<file path="src/sv/coap_pkg.sv">
`timescale 1ns / 1ps
// ----------------------------------------------------------------------------
// coap_pkg
// types and constants shared by the coap message parser files
// ----------------------------------------------------------------------------
package coap_pkg;

  typedef enum logic [2:0] {
    PH_HEADER  = 3'd0,
    PH_TOKEN   = 3'd1,
    PH_OPTHEAD = 3'd2,
    PH_EXT     = 3'd3,
    PH_VALUE   = 3'd4,
    PH_PAYLOAD = 3'd5,
    PH_DISCARD = 3'd6
  } phase_t;

  typedef enum logic [2:0] {
    KIND_HEADER   = 3'd0,
    KIND_TOKEN    = 3'd1,
    KIND_OPT_PART = 3'd2,
    KIND_OPT_DONE = 3'd3,
    KIND_OPT_VAL  = 3'd4,
    KIND_MARKER   = 3'd5,
    KIND_PAYLOAD  = 3'd6,
    KIND_DISCARD  = 3'd7
  } kind_t;

  typedef enum logic [1:0] {
    ST_OK      = 2'd0,
    ST_SHORT   = 2'd1,
    ST_FORMAT  = 2'd2,
    ST_VERSION = 2'd3
  } status_t;

  // extension step codes
  localparam logic [1:0] EXT_NONE = 2'd0;
  localparam logic [1:0] EXT_ONE  = 2'd1;
  localparam logic [1:0] EXT_HI   = 2'd2;
  localparam logic [1:0] EXT_LO   = 2'd3;

  localparam logic [7:0]  MARKER_BYTE = 8'hFF;
  localparam logic [3:0]  NIB_EXT8    = 4'd13;
  localparam logic [3:0]  NIB_EXT16   = 4'd14;
  localparam logic [3:0]  NIB_BAD     = 4'd15;
  localparam logic [3:0]  MAX_TKL     = 4'd8;
  localparam logic [15:0] EXT8_BIAS   = 16'd13;
  localparam logic [15:0] EXT16_BIAS  = 16'd269;
  localparam logic [1:0]  COAP_VER    = 2'd1;

  typedef struct packed {
    logic [7:0] data_byte;
    logic       last_byte;
  } in_item_t;

  typedef struct packed {
    logic [2:0]  byte_kind;
    logic [7:0]  data_out;
    logic [15:0] opt_num;
    logic [15:0] option_length;
    logic [1:0]  mtype;
    logic [3:0]  token_length;
    logic [2:0]  code_cls;
    logic [4:0]  code_sub;
    logic [15:0] msg_id;
    logic        msg_done;
    logic [1:0]  status;
    logic        has_payload;
  } out_item_t;

  function automatic logic [1:0] nibble_ext(input logic [3:0] n);
    nibble_ext = (n == NIB_EXT8) ? EXT_ONE : ((n == NIB_EXT16) ? EXT_HI : EXT_NONE);
  endfunction

endpackage

</file>
<file path="src/sv/coap_core.sv">
`timescale 1ns / 1ps
// ----------------------------------------------------------------------------
// coap_core
// per-byte parse state and classification, one byte per cycle while step is high
// ----------------------------------------------------------------------------
module coap_core import coap_pkg::*; (
  input  logic      clk,
  input  logic      rst_n,
  input  logic      step,
  input  in_item_t  item,
  input  logic      short_fmt,
  output out_item_t res
);

  phase_t      phase_r, phase_nxt;
  logic [1:0]  hcnt_r, hcnt_nxt;
  logic [1:0]  ver_r, ver_nxt;
  logic [1:0]  type_r, type_nxt;
  logic [3:0]  tkl_r, tkl_nxt;
  logic [7:0]  code_r, code_nxt;
  logic [15:0] id_r, id_nxt;
  logic [15:0] left_r, left_nxt;
  logic [15:0] prev_r, prev_nxt;
  logic [15:0] dacc_r, dacc_nxt;
  logic [15:0] lacc_r, lacc_nxt;
  logic [1:0]  dp_r, dp_nxt;
  logic [1:0]  lp_r, lp_nxt;
  logic [1:0]  err_r, err_nxt;
  logic        pay_r, pay_nxt;

  kind_t       kind;
  logic [7:0]  b;
  logic [3:0]  dn, ln;
  logic [15:0] left_dec;
  logic [15:0] ext_val;
  logic [1:0]  ext_code, ext_next;
  logic        fin;
  logic [1:0]  status;

  assign b        = item.data_byte;
  assign dn       = b[7:4];
  assign ln       = b[3:0];
  assign left_dec = left_r - 16'd1;
  assign ext_code = (dp_r != EXT_NONE) ? dp_r : lp_r;

  // shared extension step for delta or length
  always_comb begin
    ext_val  = (dp_r != EXT_NONE) ? dacc_r : lacc_r;
    ext_next = EXT_NONE;
    unique case (ext_code)
      EXT_ONE: ext_val = {8'd0, b} + EXT8_BIAS;
      EXT_HI: begin
        ext_val  = {b, 8'd0};
        ext_next = EXT_LO;
      end
      EXT_LO:   ext_val = (ext_val | {8'd0, b}) + EXT16_BIAS;
      EXT_NONE: ext_val = ext_val;
      default:  ext_val = ext_val;
    endcase
  end

  always_comb begin
    phase_nxt = phase_r;
    hcnt_nxt  = hcnt_r;
    ver_nxt   = ver_r;
    type_nxt  = type_r;
    tkl_nxt   = tkl_r;
    code_nxt  = code_r;
    id_nxt    = id_r;
    left_nxt  = left_r;
    prev_nxt  = prev_r;
    dacc_nxt  = dacc_r;
    lacc_nxt  = lacc_r;
    dp_nxt    = dp_r;
    lp_nxt    = lp_r;
    err_nxt   = err_r;
    pay_nxt   = pay_r;
    kind      = KIND_DISCARD;
    fin       = 1'b0;
    unique case (phase_r)
      PH_HEADER: begin
        kind = KIND_HEADER;
        unique case (hcnt_r)
          2'd0: begin
            ver_nxt  = b[7:6];
            type_nxt = b[5:4];
            tkl_nxt  = b[3:0];
          end
          2'd1: code_nxt = b;
          2'd2: id_nxt = {b, 8'd0};
          2'd3: begin
            id_nxt = id_r | {8'd0, b};
            if (ver_r != COAP_VER) begin
              err_nxt   = ST_VERSION;
              phase_nxt = PH_DISCARD;
            end else if (tkl_r > MAX_TKL) begin
              err_nxt   = ST_FORMAT;
              phase_nxt = PH_DISCARD;
            end else begin
              left_nxt  = {12'd0, tkl_r};
              phase_nxt = (tkl_r != 4'd0) ? PH_TOKEN : PH_OPTHEAD;
            end
          end
          default: ;
        endcase
        if (hcnt_r != 2'd3) hcnt_nxt = hcnt_r + 2'd1;
      end
      PH_TOKEN, PH_VALUE: begin
        kind     = (phase_r == PH_TOKEN) ? KIND_TOKEN : KIND_OPT_VAL;
        left_nxt = left_dec;
        if (left_dec == 16'd0) phase_nxt = PH_OPTHEAD;
      end
      PH_OPTHEAD: begin
        if (b == MARKER_BYTE) begin
          kind      = KIND_MARKER;
          phase_nxt = PH_PAYLOAD;
        end else if (dn == NIB_BAD || ln == NIB_BAD) begin
          kind      = KIND_DISCARD;
          err_nxt   = ST_FORMAT;
          phase_nxt = PH_DISCARD;
        end else begin
          dacc_nxt = {12'd0, dn};
          lacc_nxt = {12'd0, ln};
          dp_nxt   = nibble_ext(dn);
          lp_nxt   = nibble_ext(ln);
          if (dp_nxt == EXT_NONE && lp_nxt == EXT_NONE) begin
            fin = 1'b1;
          end else begin
            kind      = KIND_OPT_PART;
            phase_nxt = PH_EXT;
          end
        end
      end
      PH_EXT: begin
        if (dp_r != EXT_NONE) begin
          dacc_nxt = ext_val;
          dp_nxt   = ext_next;
        end else begin
          lacc_nxt = ext_val;
          lp_nxt   = ext_next;
        end
        if (dp_nxt == EXT_NONE && lp_nxt == EXT_NONE) fin = 1'b1;
        else kind = KIND_OPT_PART;
      end
      PH_PAYLOAD: begin
        kind    = KIND_PAYLOAD;
        pay_nxt = 1'b1;
      end
      PH_DISCARD: kind = KIND_DISCARD;
      default:    kind = KIND_DISCARD;
    endcase
    // option head complete
    if (fin) begin
      kind      = KIND_OPT_DONE;
      prev_nxt  = prev_r + dacc_nxt;
      left_nxt  = lacc_nxt;
      phase_nxt = (lacc_nxt != 16'd0) ? PH_VALUE : PH_OPTHEAD;
    end
  end

  always_comb begin
    status = err_nxt;
    if (item.last_byte && err_nxt == ST_OK &&
        (phase_nxt == PH_HEADER || phase_nxt == PH_TOKEN ||
         phase_nxt == PH_EXT || phase_nxt == PH_VALUE))
      status = short_fmt ? ST_FORMAT : ST_SHORT;
    res.byte_kind     = kind;
    res.data_out      = b;
    res.opt_num       = (kind == KIND_OPT_PART) ? 16'd0 : prev_nxt;
    res.option_length = (kind == KIND_OPT_PART) ? 16'd0 : lacc_nxt;
    res.mtype         = type_nxt;
    res.token_length  = tkl_nxt;
    res.code_cls      = code_nxt[7:5];
    res.code_sub      = code_nxt[4:0];
    res.msg_id        = id_nxt;
    res.msg_done      = item.last_byte;
    res.status        = status;
    res.has_payload   = pay_nxt;
  end

  always_ff @(posedge clk) begin
    if (!rst_n || (step && item.last_byte)) begin
      phase_r <= PH_HEADER;
      hcnt_r  <= 2'd0;
      ver_r   <= 2'd0;
      type_r  <= 2'd0;
      tkl_r   <= 4'd0;
      code_r  <= 8'd0;
      id_r    <= 16'd0;
      left_r  <= 16'd0;
      prev_r  <= 16'd0;
      dacc_r  <= 16'd0;
      lacc_r  <= 16'd0;
      dp_r    <= EXT_NONE;
      lp_r    <= EXT_NONE;
      err_r   <= ST_OK;
      pay_r   <= 1'b0;
    end else if (step) begin
      phase_r <= phase_nxt;
      hcnt_r  <= hcnt_nxt;
      ver_r   <= ver_nxt;
      type_r  <= type_nxt;
      tkl_r   <= tkl_nxt;
      code_r  <= code_nxt;
      id_r    <= id_nxt;
      left_r  <= left_nxt;
      prev_r  <= prev_nxt;
      dacc_r  <= dacc_nxt;
      lacc_r  <= lacc_nxt;
      dp_r    <= dp_nxt;
      lp_r    <= lp_nxt;
      err_r   <= err_nxt;
      pay_r   <= pay_nxt;
    end
  end

endmodule

</file>
<file path="src/sv/coap_message_parser.sv">
`timescale 1ns / 1ps
// ----------------------------------------------------------------------------
// coap_message_parser
// classifies each datagram byte and decodes header, token and options
// ----------------------------------------------------------------------------
//  channel | direction | handshake     | payload
//  in_     | input     | valid / stall | in_item_t
//  out_    | output    | valid / stall | out_item_t
//  cfg_    | input     | valid / ready | short_is_format_error
//
// one byte per cycle while out_stall is low, one result per byte; each byte passes the input
// register, parse logic and result register. the input register and a one-entry skid
// buffer take a new request every cycle while out_stall is low.
// rst_n is synchronous; after reset the parse state is at the header and
// short_is_format_error is 1. cfg_ready is always high.
module coap_message_parser import coap_pkg::*; (
  input  logic      clk,
  input  logic      rst_n,
  input  logic      in_valid,
  output logic      in_stall,
  input  in_item_t  in_data,
  output logic      out_valid,
  input  logic      out_stall,
  output out_item_t out_data,
  input  logic      cfg_valid,
  output logic      cfg_ready,
  input  logic      cfg_data
);

  logic      cfg_r;
  logic      iv_r;
  in_item_t  item_r;
  logic      sk_v_r;
  in_item_t  sk_r;
  logic      ov_r;
  out_item_t od_r;
  logic      step;
  out_item_t res;
  logic      acc;

  assign cfg_ready = 1'b1;
  assign in_stall  = sk_v_r;
  assign acc       = in_valid && !in_stall;
  // input register advances into the result register when it is free
  assign step      = iv_r && (!ov_r || !out_stall);

  coap_core u_core (
    .clk       (clk),
    .rst_n     (rst_n),
    .step      (step),
    .item      (item_r),
    .short_fmt (cfg_r),
    .res       (res)
  );

  always_ff @(posedge clk) begin
    if (!rst_n) begin
      cfg_r <= 1'b1;
    end else if (cfg_valid) begin
      cfg_r <= cfg_data;
    end
  end

  always_ff @(posedge clk) begin
    if (!rst_n) begin
      iv_r   <= 1'b0;
      sk_v_r <= 1'b0;
      ov_r   <= 1'b0;
    end else begin
      if (step || !ov_r || !out_stall) ov_r <= step ? 1'b1 : (ov_r && out_stall);
      if (!iv_r || step) begin
        iv_r   <= sk_v_r || acc;
        sk_v_r <= 1'b0;
      end else if (acc) begin
        sk_v_r <= 1'b1;
      end
    end
  end

  always_ff @(posedge clk) begin
    if (step) od_r <= res;
    if (!iv_r || step) item_r <= sk_v_r ? sk_r : in_data;
    if (acc && iv_r && !step) sk_r <= in_data;
  end

  assign out_valid = ov_r;
  assign out_data  = od_r;

endmodule

</file>
<file path="config.mk">
export PLATFORM = sky130hd
export DESIGN_NAME = coap_message_parser
export DESIGN_NICKNAME = d
export VERILOG_FILES = /design/src/sv/coap_pkg.sv /design/src/sv/coap_core.sv /design/src/sv/coap_message_parser.sv
export SDC_FILE = /design/constraint.sdc
export NUM_CORES = 1
export LEC_CHECK = 0
export ABC_AREA = 1
export BUFFER_PORTS_ARGS = -buffer_cell sky130_fd_sc_hd__buf_2
export CAP_MARGIN = 20
export CORE_MARGIN = 2
export CORE_UTILIZATION = 60
export CTS_CLUSTER_SIZE = 12
export DETAILED_ROUTE_END_ITERATION = 8
export GPL_ROUTABILITY_DRIVEN = 1
export PLACE_DENSITY = 0.8
export RECOVER_POWER = 25
export SYNTH_ARGS = -nofsm -noshare
export SYNTH_HDL_FRONTEND = slang
export SYNTH_SLANG_ARGS = --single-unit
export TNS_END_PERCENT = 10
</file>
<file path="constraint.sdc">
create_clock -name clk -period 5.6 [get_ports clk]
set_clock_uncertainty 0.1 [all_clocks]
set_input_delay 0.28 -clock clk [delete_from_list [all_inputs] [get_ports clk]]
set_output_delay 0.28 -clock clk [all_outputs]
set_load 0.03 [all_outputs]
</file>
Word-level counts from Yosys, hierarchy flattened
Index checks and enable logic that the tools add are counted.
W data, S select, Z words.

cells by class
  reduce and logical (&&, ||, !) cells = 47
  order comparisons = 1
  bitwise operators = 3
  mux-type cells = 74
  equal/unequal tests = 29
  $add $sub $neg = 5

operators with widths
  cell                     count
  $mux W16                 13
  $pmux W16 S2             4
  $pmux W16 S4             1
  $mux W2                  24
  $mux W3                  15
  $or A16 B8 Y16           2
  $eq A4 B4 Y1 const B     6
  $add A16 B16 Y16         1
  $add A16 B9 Y16 const B  1
  $logic_not A16 Y1        1
  $mux W8                  2
  $reduce_bool A16 Y1      1
  $sub A16 B1 Y16 const B  1
  $pmux W3 S5              1
  $logic_not A2 Y1         7
  $eq A3 B2 Y1 const B     4
  $pmux W2 S2              3
  $logic_and A1 B1 Y1      10
  $logic_or A1 B1 Y1       10
  $add A8 B4 Y9 const B    1
  $eq A3 B3 Y1 const B     3
  $mux W9                  1
  $ne A3 B2 Y1 const B     3
  $pmux W3 S3              1
  other kinds (21)         43

storage, ports and cells
  register bits = 207
  output and inout bits = 80
  word-level logic and storage cells = 194

Logic depth before layout (Yosys ltp)
  depth after elaboration = 17
  depth in mapped cells = 31
  mapped depth without buffers = 31

By module
Synthesis repeated with hierarchy kept, for this count alone.

second synthesis, totals
  cell total of the unflattened synthesis = 1560
  area total of the unflattened synthesis = 11748.8 um^2

modules (own cells, without submodules)
  module               area an instance (um^2)  cells an instance  times used  sequential area each (um^2)
  coap_core            8617.0                   1415               1           2162.1
  coap_message_parser  3131.8                   145                1           2932.8

Worst setup path before layout
OpenSTA, ideal clock, no wires.

  kind = reg2reg
  start point = reg u_core.dp_r[0]
  end point = reg od_r, in the netlist out_data[64] (data pin)
  slack = 1.531 ns
  arrival = 3.703 ns
  stages on the path, launching flop included = 24
  library setup time = 0.266 ns
  required time = 5.234 ns
  cells stage by stage = dfxtp_1 -> inv_2 -> nand2_4 -> buf_6 -> clkbuf_1 -> buf_1 -> a21oi_1 -> o21ai_0 -> a21oi_1 -> ha_1 -> fa_1 -> nand2_1 -> nand2_1 -> a21o_1 -> a21boi_0 -> o21ai_0 -> a21boi_0 -> o21ai_0 -> nand2_1 -> nand2_1 -> a21oi_1 -> nor2_1 -> o22ai_1 -> nor2_1

on the way
  elaborated cells on any way between the ends = 28
  those cells by class = add/sub: 2; eq/ne: 4; mux: 16; bitwise: 1; reduce/logical: 5

RTL lines
  what                    line                                                source
  start, declared         coap_core.sv:26                                     logic [1:0] dp_r, dp_nxt;
  start signal, assigned  coap_core.sv:210                                    dp_r <= dp_nxt;
  $reduce_bool A2 Y1      coap_core.sv:44, coap_core.sv:48, coap_core.sv:135
  $mux W16                coap_core.sv:48                                     ext_val = (dp_r != EXT_NONE) ? dacc_r : lacc_r;
  $or A16 B8 Y16          coap_core.sv:56                                     EXT_LO: ext_val = (ext_val | {8'd0, b}) + EXT16_BIAS;
  $add A16 B9 Y16         coap_core.sv:56
  $pmux W16 S4            coap_core.sv:50                                     unique case (ext_code)
  $mux W16 (*)            coap_core.sv:135                                    if (dp_r != EXT_NONE) begin
  $pmux W16 S2 (*)        coap_core.sv:80                                     unique case (phase_r)
  net u_core.dacc_nxt[0]  coap_core.sv:24                                     logic [15:0] dacc_r, dacc_nxt;
  $add A16 B16 Y16 (*)    coap_core.sv:155                                    prev_nxt = prev_r + dacc_nxt;
  $mux W16 (*)            coap_core.sv:153                                    if (fin) begin
  end signal, assigned    coap_message_parser.sv:81                           if (step) od_r <= res;
  end, declared           coap_message_parser.sv:36                           out_item_t od_r;

Mark *: on every way through the listed nets, which the timed path passes. The rest lies on a longest branch. The select of a mux whose other input is x is not followed.
A chain may end at the register's enable or synchronous reset.

Worst setup path after layout
  start point = reg u_core.dp_r[0]
  end point = reg u_core.prev_r[14]

on the way
  elaborated cells on any way between the ends = 24
  those cells by class = add/sub: 2; eq/ne: 3; mux: 13; bitwise: 1; reduce/logical: 5

RTL lines
  what                    line                                                source
  $reduce_bool A2 Y1      coap_core.sv:44, coap_core.sv:48, coap_core.sv:135
  $mux W16                coap_core.sv:48
  $or A16 B8 Y16          coap_core.sv:56
  $add A16 B9 Y16         coap_core.sv:56
  $pmux W16 S4            coap_core.sv:50
  $mux W16 (*)            coap_core.sv:135
  $pmux W16 S2 (*)        coap_core.sv:80
  net u_core.dacc_nxt[1]  coap_core.sv:24
  $add A16 B16 Y16 (*)    coap_core.sv:155
  $mux W16 (*)            coap_core.sv:153
  end signal, assigned    coap_core.sv:207                                    prev_r <= prev_nxt;
  end, declared           coap_core.sv:23                                     logic [15:0] prev_r, prev_nxt;

Marks and branches as above.

==> flow_summary_export.csv <==
group,metric,value,unit
status,status,"finished, final reports clean",
logic_synthesis,ys_seq_area_share,43.6,%
routing,drt_iter0_markers,850,
power,p_int,2.82,mW
sta,worst_pin_slew,0.951,ns
clock_tree,cts_resized,0,
sta,fmax,210,MHz
logic_synthesis,async_flop_share,0,%
floorplanning,io_pins,95,
placement,gp_congestion,0.934,
power,p_seq_share,43.6,%
clock_tree,htree_levels,1,
logic_synthesis,ys_seq_elements,207,
sta,period_share,84.9,%
routing,wl_per_cell,16.0,um
routing,viasPerCell,5.54,
flow_run,max-cap-violations,0,
global_routing,grt_use_total,29.7,%
worst_setup_path,timing.rr.start,"u_core.dp_r[0]",
layout,regArea,5090,sq um
routing,drt-pass1-iter-count,5,
floorplanning,fp.dieArea,20600,sq um
global_routing,grt_overflow_total,0,
routing,drt.antenna.violating_nets,0,
power,clkPwrFrac,38.8,%
layout,nets,1658,
placement,port_buffers,93,
global_routing,grt_pass1_wl,48900,um
global_routing,antenna_found_initial,0,
worst_setup_path,crit_type,"flop to flop",
sta,finalMaxSlewViolations,0,
logic_synthesis,synth.area.top_cells,"edfxtp_1, dfxtp_1, nand2_1",
global_routing,grt_max_degree,78,
logic_synthesis,yosysTopAreaCell,"edfxtp_1",
logic_synthesis,netlist_area,11700,sq um
clock_tree,numCtsBuffers,23,
sta,max-slew-margin-rel,36.6,%
clock_tree,cts_buffer_depth,3,
logic_synthesis,yosysUniqueCellTypes,54,
power,p_per_area,301,nW/um^2
floorplanning,num_rows,51,
routing,totalWireLength,30300,um
worst_setup_path,end_kind,"flop",
global_routing,grt_pass1_vias,9759,
power,p_leak,5.89,nW
worst_setup_path,crit_required,5.91,ns
logic_synthesis,syn_area_per_cell,7.63,sq um
worst_setup_path,worstPathArrival,5.06,ns
layout,multi_input_area,5370,sq um
sta,finalHoldViolations,0,
clock_tree,clk_latency,0.52,ns
sta,rsz0062_at_grt,"false",
logic_synthesis,ys.flop_type,"dfxtp_1",
placement,pre_cts_slack,0.914,ns
sta,setup_viol,0,
layout,diodes,0,
power,pwr-share-comb,17.7,%
worst_setup_path,startpoint,"u_core.dp_r[0]",
layout,area_delta_synth_final,12.6,%
clock_tree,cts-root-buf,"clkbuf_16",
hold_path,hp-class,"input port to flop",
routing,dr_total_vias,10508,
layout,nFillCells,1641,
layout,drive_above_1_share,10.3,%
floorplanning,start_util,60.7,%
clock_tree,cts_tree,"built",
hold_path,hp-start,"rst_n",
sta,period_needed,4.75,ns
power,finalPower,3.97,mW
clock_tree,cts_sinks,207,
sta,timing.final.ws_setup,0.847,ns
logic_synthesis,syn-instance-count,1532,
power,max-vdd-ir-drop,0.233,mV
floorplanning,die_y,144,um
power,p_switching,1.14,mW
logic_synthesis,synth_top_area_share,24.4,%
logic_synthesis,netlist_top_cells_count,"nand2_1, inv_1, a21oi_1, o21ai_0, nor2_1",
logic_synthesis,synth_warnings,0,
worst_setup_path,path_max_fanout,51,
sta,totalNegativeSetupSlack,0,ns
logic_synthesis,synthesis.nets,1574,
routing,drc_errors,0,
logic_synthesis,synth_edf_count,95,
logic_synthesis,synth_most_common_cell,"nand2_1",
worst_setup_path,cp-start-kind,"flop",
placement,place.detailed.hpwl,20900,um
floorplanning,die_x,144,um
clock_tree,clk_pin_slew_worst_paths,0.06,ns
power,sw_frac_of_total,28.8,%
floorplanning,fp.coreArea,19300,sq um
## cell families (layout without fill, tap and decap cells)
family / Yosys count / count (layout) / synth area share (%)
mux: 2 / 2 / 0.171
simple gates: 567 / 567 / 21.9
xor+xnor: 21 / 21 / 1.57
flops: 207 / 207 / 43.6
compound gates: 388 / 388 / 19.0
buf+inv: 319 / 419 / 10.8
fa+ha+maj: 27 / 27 / 2.95
other cells: 1 / 1 / 0.0321
## per-stage QoR
step | instance area (sq um) | util, % | hold WS [ns] | instances
after floorplan | 11700 | - | 0.279 | 1532
after global placement | 12300 | 64.0 | 0.353 | 1840
after detailed placement | 12300 | 64.0 | 0.359 | 1840
after CTS | 13300 | 68.8 | 0.146 | 1897
after global routing | 13200 | 68.3 | 0.181 | 1897
final | 13200 | 68.3 | 0.159 | 1897
## layout by cell type, fill, tap and decap left out, types with 7 or more instances in the layout
master         instances
nand2_2               21
nor3_1                 9
o21ai_0              141
nor2_4                 9
o21ai_1                9
inv_2                 15
nand3_2               13
or2_2                  7
o22ai_1               27
nand3_1               65
inv_1                232
a21oi_1              146
clkbuf_1              81
edfxtp_1              95
ha_1                  26
a21oi_2                7
nand4_1               15
dfxtp_1              112
buf_4                 13
nand2_1              283
nor2_1               128
xor2_1                13
dlygate4sd3_1         16
a221oi_1               9
o211ai_1              17
clkbuf_16             24
buf_2                 20
xnor2_1                8
## critical path: stages (launching register included)
cell	delay [ns]
dfxtp_1	0.45
inv_2	0.11
nand2_4	0.42
nand2_1	0.14
nand3_1	0.15
ha_1	0.24
nand2_1	0.06
nand2_1	0.06
nand3_2	0.09
a21oi_1	0.06
o21ai_0	0.10
a21oi_1	0.16
fa_1	0.45
nand2_1	0.08
nand2_1	0.05
a21o_1	0.17
a21boi_0	0.30
o21ai_0	0.21
a21boi_0	0.28
o21ai_0	0.15
nand2_1	0.10
nand2_1	0.05
a21oi_1	0.17
nor2_1	0.06
o22ai_1	0.18
nand2_1	0.08
o211ai_1	0.09
inv_1	0.05
## area by class of cell
type	count	area share (%)
clock buffers	36	5.28
clock inverters	5	0.627
inverters	255	7.31
multi-input cells	1006	40.8
flip-flops and latches	207	38.7
well taps	265	2.52
repair buffers	123	4.83
## state kept, by name, indices dropped and copies added, names as in the netlist, 2 cells and up
signal	cells
u_core.dp_r	2
u_core.code_r	8
u_core.prev_r	16
u_core.type_r	2
u_core.err_r	2
u_core.phase_r	3
u_core.dacc_r	16
u_core.lp_r	2
u_core.id_r	16
item_r	9
u_core.lacc_r	16
u_core.tkl_r	4
out_data	77
u_core.left_r	16
u_core.ver_r	2
u_core.hcnt_r	2
sk_r	9
## power by group through the flow
| stage | Clock, mW | Sequential, mW | Combinational (mW) |
|---|---|---|---|
| 6_report | 1.54 | 1.73 | 0.702 |
| 3_3_place_gp | 0 | 1.75 | 0.674 |
| 4_1_cts | 1.56 | 1.73 | 0.701 |
| 5_1_grt | 1.61 | 1.74 | 0.782 |
| 3_5_place_dp | 0 | 1.76 | 0.688 |
| 2_1_floorplan | 0 | 1.81 | 0.456 |
## metal layers
metal / wire length (um) / GRT usage, % / vias to the layer above
met5: 0 / 0 / -
met4: 866 / 9.29 / 0
met3: 2100 / 3.90 / 63
met2: 13700 / 47.2 / 385
met1: 13700 / 42.3 / 4821
li1: - / - / 5239
## worst paths after layout
kind                  endpoint  slack [ns]  cells after the start
min          u_core.prev_r[14]        0.16                      5
min reg2reg  u_core.lacc_r[14]        0.37                      2
max          u_core.prev_r[14]        0.85                     27
max reg2reg  u_core.prev_r[14]        0.85                     27
## timing repair
action                    4_1_cts  5_1_grt
hold endpoints to repair       22        0
hold buffers                   16        0
buffers inserted                0        0
No activity file was read; power rests on OpenSTA's default activity.
